## src/shared_page_slot_allocator_assert.svh

```systemverilog
// Assertion macros for the shared page slot allocator.
// Used by shared_page_slot_allocator.sv; expects clk_i and rst_ni in scope.
`ifndef SHARED_PAGE_SLOT_ALLOCATOR_ASSERT_SVH
`define SHARED_PAGE_SLOT_ALLOCATOR_ASSERT_SVH

// Property checked on every clock edge outside reset.
`define SPA_ASSERT(lbl, prop) \
  lbl: assert property (@(posedge clk_i) disable iff (!rst_ni) (prop)) \
    else $error("spa assertion failed");

// Antecedent holds in one cycle, consequent must hold in the next.
`define SPA_ASSERT_NEXT(lbl, ante, cons) \
  lbl: assert property (@(posedge clk_i) disable iff (!rst_ni) (ante) |=> (cons)) \
    else $error("spa assertion failed");

`endif

```

## src/spa_pkg.sv

```systemverilog
// Shared types and constants of the shared page slot allocator.
// No dependencies; imported by spa_cell and shared_page_slot_allocator.
`default_nettype none

package spa_pkg;

  // Fixed field widths
  localparam int unsigned ADDR_W = 32;
  localparam int unsigned APB_AW = 2;

  // In-use bits held by one cell of the search chain
  localparam int unsigned CELL_SLOTS = 32;

  // Parameter defaults
  localparam int unsigned DEF_NUM_SLOTS  = 256;
  localparam int unsigned DEF_PAGE_BYTES = 4096;

  // Register byte addresses
  localparam logic [APB_AW-1:0] REG_ADDR_WINDOW_BASE = 2'd0;

  typedef enum logic {
    OP_ATTACH = 1'b0,
    OP_DETACH = 1'b1
  } spa_op_e;

  typedef enum logic [2:0] {
    ST_NEW       = 3'd0,
    ST_REUSED    = 3'd1,
    ST_EXHAUSTED = 3'd2,
    ST_DETACHED  = 3'd3,
    ST_NO_MATCH  = 3'd4
  } spa_status_e;

  typedef struct packed {
    spa_op_e           opcode;
    logic [ADDR_W-1:0] address;
  } spa_cmd_t;

  typedef struct packed {
    logic [ADDR_W-1:0] page_address;
    spa_status_e       status;
  } spa_result_t;

  // Control handed from cell to cell
  typedef struct packed {
    logic token;  // search still looking for a free slot
    logic found;  // a slot was claimed upstream, index rides alongside
  } spa_link_t;

endpackage

`default_nettype wire

```

## src/spa_cell.sv

```systemverilog
// One cell of the free-slot search chain: holds CELL_SLOTS in-use bits.
// Depends on spa_pkg.
`default_nettype none

module spa_cell #(
  parameter int unsigned BASE       = 0,
  parameter int unsigned VALID_BITS = 32,
  parameter int unsigned IDX_W      = 8
) (
  input  logic                clk_i,
  input  logic                rst_ni,
  input  spa_pkg::spa_link_t  link_i,
  input  logic [IDX_W-1:0]    link_idx_i,
  output spa_pkg::spa_link_t  link_o,
  output logic [IDX_W-1:0]    link_idx_o,
  input  logic [IDX_W-1:0]    tgt_idx_i,
  input  logic                clr_i,
  output logic                hit_o
);
  import spa_pkg::*;

  localparam int unsigned LOC_W = $clog2(CELL_SLOTS);
  localparam logic [CELL_SLOTS-1:0] MASK = (VALID_BITS >= CELL_SLOTS) ? '1 :
      CELL_SLOTS'((64'(1) << VALID_BITS) - 64'(1));

  logic [CELL_SLOTS-1:0] used_q, used_d;
  logic [CELL_SLOTS-1:0] free, lowest;
  logic [LOC_W-1:0]      tgt_loc, free_loc;
  logic                  tgt_match, has_free, claim;
  spa_link_t             link_q, link_d;
  logic [IDX_W-1:0]      idx_q, idx_d;

  // Broadcast target: does it fall in this cell
  assign tgt_match = (32'(tgt_idx_i) >= 32'(BASE)) &&
                     (32'(tgt_idx_i) < 32'(BASE + VALID_BITS));
  assign tgt_loc   = LOC_W'(32'(tgt_idx_i) - 32'(BASE));
  assign hit_o     = tgt_match & used_q[tgt_loc];

  // Lowest free bit, isolated then encoded
  assign free     = ~used_q & MASK;
  assign has_free = |free;
  assign lowest   = free & (~free + CELL_SLOTS'(1));

  always_comb begin
    free_loc = '0;
    for (int i = 0; i < CELL_SLOTS; i++) begin
      if (lowest[i]) begin
        free_loc = free_loc | LOC_W'(i);
      end
    end
  end

  assign claim = link_i.token & has_free;

  // In-use update: claim on token, clear on detach
  always_comb begin
    used_d = used_q;
    if (claim) begin
      used_d = used_d | lowest;
    end
    if (clr_i && tgt_match) begin
      used_d[tgt_loc] = 1'b0;
    end
  end

  // Link to next cell
  always_comb begin
    link_d.token = link_i.token & ~has_free;
    link_d.found = link_i.found | claim;
    idx_d        = claim ? IDX_W'(32'(BASE) + 32'(free_loc)) : link_idx_i;
  end

  always_ff @(posedge clk_i or negedge rst_ni) begin
    if (!rst_ni) begin
      used_q <= '0;
      link_q <= '0;
    end else begin
      used_q <= used_d;
      link_q <= link_d;
    end
  end

  always_ff @(posedge clk_i) begin
    idx_q <= idx_d;
  end

  assign link_o     = link_q;
  assign link_idx_o = idx_q;

endmodule

`default_nettype wire

```

## src/shared_page_slot_allocator.sv

```systemverilog
// Shared page slot allocator, top level: APB register, control, cell chain.
// Depends on spa_pkg, spa_cell and shared_page_slot_allocator_assert.svh.
// Reused-hint attach and detach give their result from the EVAL state;
// a new-slot attach goes on to WALK, where the search token walks the
// cell chain one cell per cycle.
// One transaction at a time; busy drops with the result strobe, which the
// receiver cannot stall. Reset clears every in-use bit and window_base.
`default_nettype none

module shared_page_slot_allocator #(
  parameter int unsigned NUM_SLOTS  = spa_pkg::DEF_NUM_SLOTS,
  parameter int unsigned PAGE_BYTES = spa_pkg::DEF_PAGE_BYTES
) (
  input  logic                        clk_i,
  input  logic                        rst_ni,
  // command channel
  input  logic                        start,
  output logic                        busy,
  input  spa_pkg::spa_cmd_t           cmd_i,
  output logic                        result_valid_o,
  output spa_pkg::spa_result_t        result_o,
  // configuration
  input  logic                        psel,
  input  logic                        penable,
  input  logic                        pwrite,
  input  logic [spa_pkg::APB_AW-1:0]  paddr,
  input  logic [31:0]                 pwdata,
  output logic [31:0]                 prdata,
  output logic                        pready
);
  import spa_pkg::*;

  `include "shared_page_slot_allocator_assert.svh"

  localparam int unsigned IDX_W      = $clog2(NUM_SLOTS);
  localparam int unsigned PAGE_SHIFT = $clog2(PAGE_BYTES);
  localparam int unsigned NUM_CELLS  = (NUM_SLOTS + CELL_SLOTS - 1) / CELL_SLOTS;
  localparam logic [ADDR_W-1:0] SPAN = ADDR_W'((NUM_SLOTS - 1) * PAGE_BYTES);

  typedef enum logic [2:0] {
    S_IDLE = 3'b001,
    S_EVAL = 3'b010,
    S_WALK = 3'b100
  } spa_state_e;

  spa_state_e        state_q, state_d;
  logic [ADDR_W-1:0] window_base_q;
  spa_op_e           op_q;
  logic [ADDR_W-1:0] addr_q, offset_q;
  spa_result_t       result_q, result_d;
  logic              result_valid_q, result_valid_d;

  logic              in_window, aligned, hint_ok, hit, launch, clr, walk_done;
  logic [IDX_W-1:0]  tgt_idx, addr_idx;
  logic [ADDR_W-1:0] slot_addr;
  logic [NUM_CELLS-1:0] hit_vec;

  spa_link_t         link [NUM_CELLS+1];
  logic [IDX_W-1:0]  link_idx [NUM_CELLS+1];

  // APB register: window_base
  assign pready = 1'b1;
  assign prdata = (paddr == REG_ADDR_WINDOW_BASE) ? window_base_q : '0;

  always_ff @(posedge clk_i or negedge rst_ni) begin
    if (!rst_ni) begin
      window_base_q <= '0;
    end else if (psel && penable && pwrite && pready && paddr == REG_ADDR_WINDOW_BASE) begin
      window_base_q <= pwdata;
    end
  end

  // Command capture; offset into window is registered
  assign busy = (state_q != S_IDLE);

  always_ff @(posedge clk_i or negedge rst_ni) begin
    if (!rst_ni) begin
      op_q     <= OP_ATTACH;
      addr_q   <= '0;
      offset_q <= '0;
    end else if (start && !busy) begin
      op_q     <= cmd_i.opcode;
      addr_q   <= cmd_i.address;
      offset_q <= cmd_i.address - window_base_q;
    end
  end

  // Window decode
  assign in_window = (offset_q <= SPAN);
  assign aligned   = (offset_q[PAGE_SHIFT-1:0] == '0);
  assign tgt_idx   = IDX_W'(offset_q >> PAGE_SHIFT);
  assign hint_ok   = (addr_q != '0) && in_window;
  assign hit       = |hit_vec;

  assign launch    = (state_q == S_EVAL) && (op_q == OP_ATTACH) && !(hint_ok && hit);
  assign clr       = (state_q == S_EVAL) && (op_q == OP_DETACH) && in_window && aligned;
  assign walk_done = (state_q == S_WALK) && (link[NUM_CELLS].token || link[NUM_CELLS].found);

  // Slot page address
  assign addr_idx  = (state_q == S_WALK) ? link_idx[NUM_CELLS] : tgt_idx;
  assign slot_addr = window_base_q + (ADDR_W'(addr_idx) << PAGE_SHIFT);

  // Cell chain
  assign link[0].token = launch;
  assign link[0].found = 1'b0;
  assign link_idx[0]   = '0;

  for (genvar g = 0; g < NUM_CELLS; g++) begin : g_cell
    localparam int unsigned CB = g * CELL_SLOTS;
    localparam int unsigned CV = (NUM_SLOTS - CB > CELL_SLOTS) ? CELL_SLOTS : NUM_SLOTS - CB;

    spa_cell #(
      .BASE       (CB),
      .VALID_BITS (CV),
      .IDX_W      (IDX_W)
    ) u_cell (
      .clk_i      (clk_i),
      .rst_ni     (rst_ni),
      .link_i     (link[g]),
      .link_idx_i (link_idx[g]),
      .link_o     (link[g+1]),
      .link_idx_o (link_idx[g+1]),
      .tgt_idx_i  (tgt_idx),
      .clr_i      (clr),
      .hit_o      (hit_vec[g])
    );
  end

  // Control sequencer
  always_comb begin
    state_d        = state_q;
    result_d       = result_q;
    result_valid_d = 1'b0;
    case (state_q)
      S_IDLE: begin
        if (start) begin
          state_d = S_EVAL;
        end
      end
      S_EVAL: begin
        if (op_q == OP_DETACH) begin
          result_d.page_address = '0;
          result_d.status       = (in_window && aligned) ? ST_DETACHED : ST_NO_MATCH;
          result_valid_d        = 1'b1;
          state_d               = S_IDLE;
        end else if (hint_ok && hit) begin
          result_d.page_address = slot_addr;
          result_d.status       = ST_REUSED;
          result_valid_d        = 1'b1;
          state_d               = S_IDLE;
        end else begin
          state_d = S_WALK;
        end
      end
      S_WALK: begin
        if (walk_done) begin
          if (link[NUM_CELLS].found) begin
            result_d.page_address = slot_addr;
            result_d.status       = ST_NEW;
          end else begin
            result_d.page_address = '0;
            result_d.status       = ST_EXHAUSTED;
          end
          result_valid_d = 1'b1;
          state_d        = S_IDLE;
        end
      end
      default: begin
        state_d = S_IDLE;
      end
    endcase
  end

  always_ff @(posedge clk_i or negedge rst_ni) begin
    if (!rst_ni) begin
      state_q        <= S_IDLE;
      result_valid_q <= 1'b0;
    end else begin
      state_q        <= state_d;
      result_valid_q <= result_valid_d;
    end
  end

  always_ff @(posedge clk_i) begin
    result_q <= result_d;
  end

  assign result_valid_o = result_valid_q;
  assign result_o       = result_q;

  // Checks
  `SPA_ASSERT(a_result_after_busy, result_valid_o |-> $past(busy))
  `SPA_ASSERT_NEXT(a_accept_busy, start && !busy, busy)
  `SPA_ASSERT(a_hit_onehot, $onehot0(hit_vec))
  `SPA_ASSERT(a_exhausted_zero, result_valid_o && result_o.status == ST_EXHAUSTED |-> result_o.page_address == '0)

endmodule

`default_nettype wire
```

## config.mk

```make
export PLATFORM = sky130hd
export DESIGN_NAME = shared_page_slot_allocator
export DESIGN_NICKNAME = d
export VERILOG_FILES = /design/src/spa_pkg.sv /design/src/spa_cell.sv /design/src/shared_page_slot_allocator.sv
export VERILOG_INCLUDE_DIRS = /design/src /design/src/src
export SDC_FILE = /design/constraint.sdc
export NUM_CORES = 1
export LEC_CHECK = 0
export ABC_AREA = 1
export BUFFER_PORTS_ARGS = -buffer_cell sky130_fd_sc_hd__buf_4
export CAP_MARGIN = 20
export CORE_MARGIN = 4
export CORE_UTILIZATION = 40
export DETAILED_ROUTE_END_ITERATION = 8
export GPL_ROUTABILITY_DRIVEN = 1
export HOLD_SLACK_MARGIN = 0.02
export PLACE_DENSITY = 0.57
export SYNTH_ARGS = -nofsm -noshare
export SYNTH_HDL_FRONTEND = slang
export SYNTH_SLANG_ARGS = --single-unit
export TNS_END_PERCENT = 1
```

## constraint.sdc

```tcl
create_clock -name clk_i -period 3.8 [get_ports clk_i]
set_input_delay 0.38 -clock clk_i [delete_from_list [all_inputs] [get_ports clk_i]]
set_output_delay 0.38 -clock clk_i [all_outputs]
set_load 0.005 [all_outputs]
```

==> out/metrics.yaml <==
run_status:
  outcome: "finished, final reports clean"
cells_and_area:
  drive_above_1_share_pct: 9.48
  multiInputGateArea_um2: 15100
  seq_area_um2: 11500
  final_core_util_pct: 47.2
  fillers: 7695
  area_delta_synth_final_pct: 16.2
  nets: 4760
logic_synthesis:
  synthMuxAreaShare_pct: 0
  synth_edf_count: 35
  synthesis.nets: 4555
  synth_warnings: 0
  ys_types: 69
  netlist_area_um2: 29800
  post_synth.cell_area_avg_um2: 6.72
  synth_top_family_by_area: "simple AND/OR/NAND/NOR gates"
  synth_compound_area_share_pct: 14.0
  ys_seq_area_share_pct: 38.6
  ys.flop_type: "dfrtp_1"
  synth-seq-cells: 465
  synthXorXnorAreaFrac_pct: 0.411
  netlist_instances: 4441
  synth-simple-area-share_pct: 34.2
  synth_fa_ha_area_share_pct: 1.77
  async_reset_ff_share_pct: 80.2
detailed_routing:
  wl_mm: 116
  drt_pre_antenna_iters: 7
  drcViolationCount: 0
  vias_per_cell: 5.44
  drt_iter0_markers: 3125
  vias: 30800
  ant_nets: 0
  wire_per_inst_um: 20.5
clocking:
  clkSlewWorstSetupHoldPaths_ns: 0.06
  numClockSinks: 465
  h-tree-depth: 2
  postCtsSetupBuffers: 0
  cts-buffers-inserted: 54
  insertion_delay_ns: 0.62
  clockRootBuffer: "clkbuf_16"
  cts_buffer_depth: 3
  cts_tree: "yes"
power_and_ir_drop:
  powerDensity_nw_per_um2: 490
  clockPowerShare_pct: 34.1
  power.leakage_nw: 16.9
  seq_power_share_pct: 35.5
  pwr-share-comb_pct: 30.4
  irDropWorstVdd_mv: 0.424
  p_int_mw: 10.6
  power.net_switching_mw: 6.39
  swShare_pct: 37.6
sta:
  period_minus_slack_ns: 3.46
  fmax_mhz: 289
  finalSetupViolCount: 0
  tns_ns: 0
  slew_headroom_pct: 31.5
  finalHoldViolCount: 0
  slew_viol_final: 0
  worst-slew-pin-transition_ns: 1.03
  min_period_over_period_pct: 91.1
  rsz0062_at_grt: "false"
  fin_ws_ns: 0.338
  skew_ns: 0.0223
global_route:
  grt_pass1_vias: 29200
  antenna_found_initial: 3
  grt_max_degree: 102
  overflow: 0
  grt_pass1_wl_mm: 177
  grt_usage_pct: 28.8
floorplanning:
  io_pins: 143
  coreArea_um2: 73500
  die_h_um: 281
  start_util_pct: 40.6
  rows: 99
  die_x_um: 281
  dieArea_um2: 79000
worst_setup_path:
  critPathLaunch: "offset_q[12]$_DFFE_PN0P_"
  cpMaxStageDelayCell: "dfrtp_4"
  crit_path_cell_trace: "buf_12 -> buf_12 -> o21ai_0 -> nand2_1 -> nand2_1 -> nand2_1 -> nand2_1 -> nor2_1 -> nand2_1 -> nand2_1 -> nand2_1 -> nor2_1 -> nand2_1 -> a21oi_1 -> o22ai_4 -> buf_12"
  worstPathMaxFanout: 101
  path_class: "flip-flop to flip-flop"
  start_kind: "flip-flop"
  worstPathArrival_ns: 3.80
  path_common_cell: "nand2_1"
  slowest_delay_ns: 0.45
  worst_setup_path_end_kind: "flip-flop"
  cp.required_ns: 4.14
  r2r-start: "offset_q[12]$_DFFE_PN0P_"
placed_design:
  dp_hpwl_mm: 83.6
  post-place-ws_ns: 0.434
  routabilityCongestion: 0.969
  numPortBuffers: 141
min_path:
  hp-class: "input port to flip-flop"
  hp-start: "pwdata[13]"
flow_run:
  drv_cap: 0
[registers in the layout, indices dropped and copies added, names as in the netlist]
signal                    cells
result_valid_o                1
g_cell.u_cell.link_idx_o     57
result_o                     35
op_q                          1
g_cell.u_cell.used_q        256
addr_q                       32
offset_q                     32
window_base_q                32
g_cell.u_cell.link_o         16
state_q                       3
[cell usage after synthesis, types with 43 or more instances]
master,number,area [um2]
nor2_1,543,2040
inv_1,644,2420
nand2_1,1176,4410
nand4_1,119,744
a21oi_1,327,1640
o22ai_1,52,325
o21ai_0,281,1410
nand3_1,181,906
clkbuf_1,60,225
dfrtp_1,372,9310
a31oi_1,43,269
nor3_1,157,786
dfxtp_1,57,1140
[power by group through the flow]
stage,clock network [mW],registers (mW),logic (mW)
after floorplan,0,5.96,3.02
after global placement,0,6.10,5.01
after detailed placement,0,6.10,5.03
after CTS,5.90,6.02,5.09
after global routing,6.09,6.08,5.59
final,5.80,6.02,5.16
[critical path, delay by kind of cell, from the launching register on]
kind,cells,cell delay [ns]
AND/OR/NAND/NOR,10,1.13
buffers and inverters,3,0.93
AO/OA/AOI/OAI,3,0.58
flip-flops,1,0.45
[stage by stage]
step                      hold slack (ns)  instances  instance area [um2]  power, mW
final                              0.0522       5653                34700       17.0
after global placement              0.401       5495                32200       11.1
after global routing               0.0574       5651                34700       17.8
after detailed placement            0.401       5495                32200       11.1
after CTS                          0.0210       5651                34700       17.0
after floorplan                    0.0844       4441                29800       8.97
[layout make-up]
class                      count  share of cell area [%]
antenna                        2                  0.0144
tap                          959                    3.46
inverter                     667                    7.33
timing repair buffer         275                    6.72
sequential                   465                    33.2
clock buffer                  75                    4.63
multi-input combinational   3183                    43.5
clock inverter                27                    1.07
[layout by cell type, fill, tap and decap left out, types with 7 or more instances in the layout]
master	Yosys	layout
o21ai_1	27	28
dfrtp_1	372	370
clkbuf_16	0	59
o21ai_0	281	280
nand4_1	119	119
dlygate4sd3_1	0	54
nand3_2	7	7
nor2_2	24	25
o22ai_1	52	51
a21oi_1	327	327
inv_1	644	643
nor3_2	9	11
buf_4	8	210
nor2_1	543	541
nor4_1	41	41
xor2_1	7	7
clkbuf_1	60	9
nor2_4	7	8
or2_2	25	25
nor3_1	157	155
nand3b_1	18	18
nand2_1	1176	1176
edfxtp_1	35	35
buf_12	1	10
a31oi_1	43	42
clkinv_2	0	7
inv_2	15	16
bufinv_16	0	8
o21bai_1	9	9
xnor2_1	7	7
nand3_1	181	181
ha_1	39	39
dfxtp_1	57	57
clkbuf_8	0	7
[path summary, 6_finish.rpt]
| check | to | slack, ns | depth (start not counted) |
|---|---|---|---|
| max in group asynchronous | g_cell[6].u_cell.used_q[27]$_DFF_PN0_ | 2.36 | 3 |
| worst max register to register | result_o[15]$_DFFE_PP_ | 0.34 | 16 |
| min in group asynchronous | g_cell[2].u_cell.used_q[19]$_DFF_PN0_ | 0.41 | 2 |
| worst max-delay path | result_o[15]$_DFFE_PP_ | 0.34 | 16 |
| worst min register to register | g_cell[3].u_cell.link_idx_o[5]$_SDFF_PP1_ | 0.40 | 1 |
| worst min-delay path | window_base_q[13]$_DFFE_PN0P_ | 0.05 | 3 |
[logic make-up (layout without fill, tap and decap cells)]
family | count (synthesis) | count (layout)
xor gates and xnor gates | 14 | 14
buffers and inverters | 793 | 1044
adders and majority gates | 41 | 41
and+or+nand+nor | 2345 | 2345
DFF | 465 | 465
other | 1 | 3
AOI/OAI and AO/OA | 782 | 782
[timing repair]
action                     4_1_cts  5_1_grt
gates resized for setup          0        1
hold buffers                    54        0
setup endpoints to repair        0        3
hold endpoints to repair       136        0
[per-layer routing]
layer	part of all wire [%]	GRT usage [%]	up-vias
met5	0	0	-
met4	3.5	9.19	0
met3	7.5	5.08	196
met2	44	44.9	1094
met1	45	40.6	14600
li1	-	-	14800
Note: power is estimated with default switching activity, not from simulation.
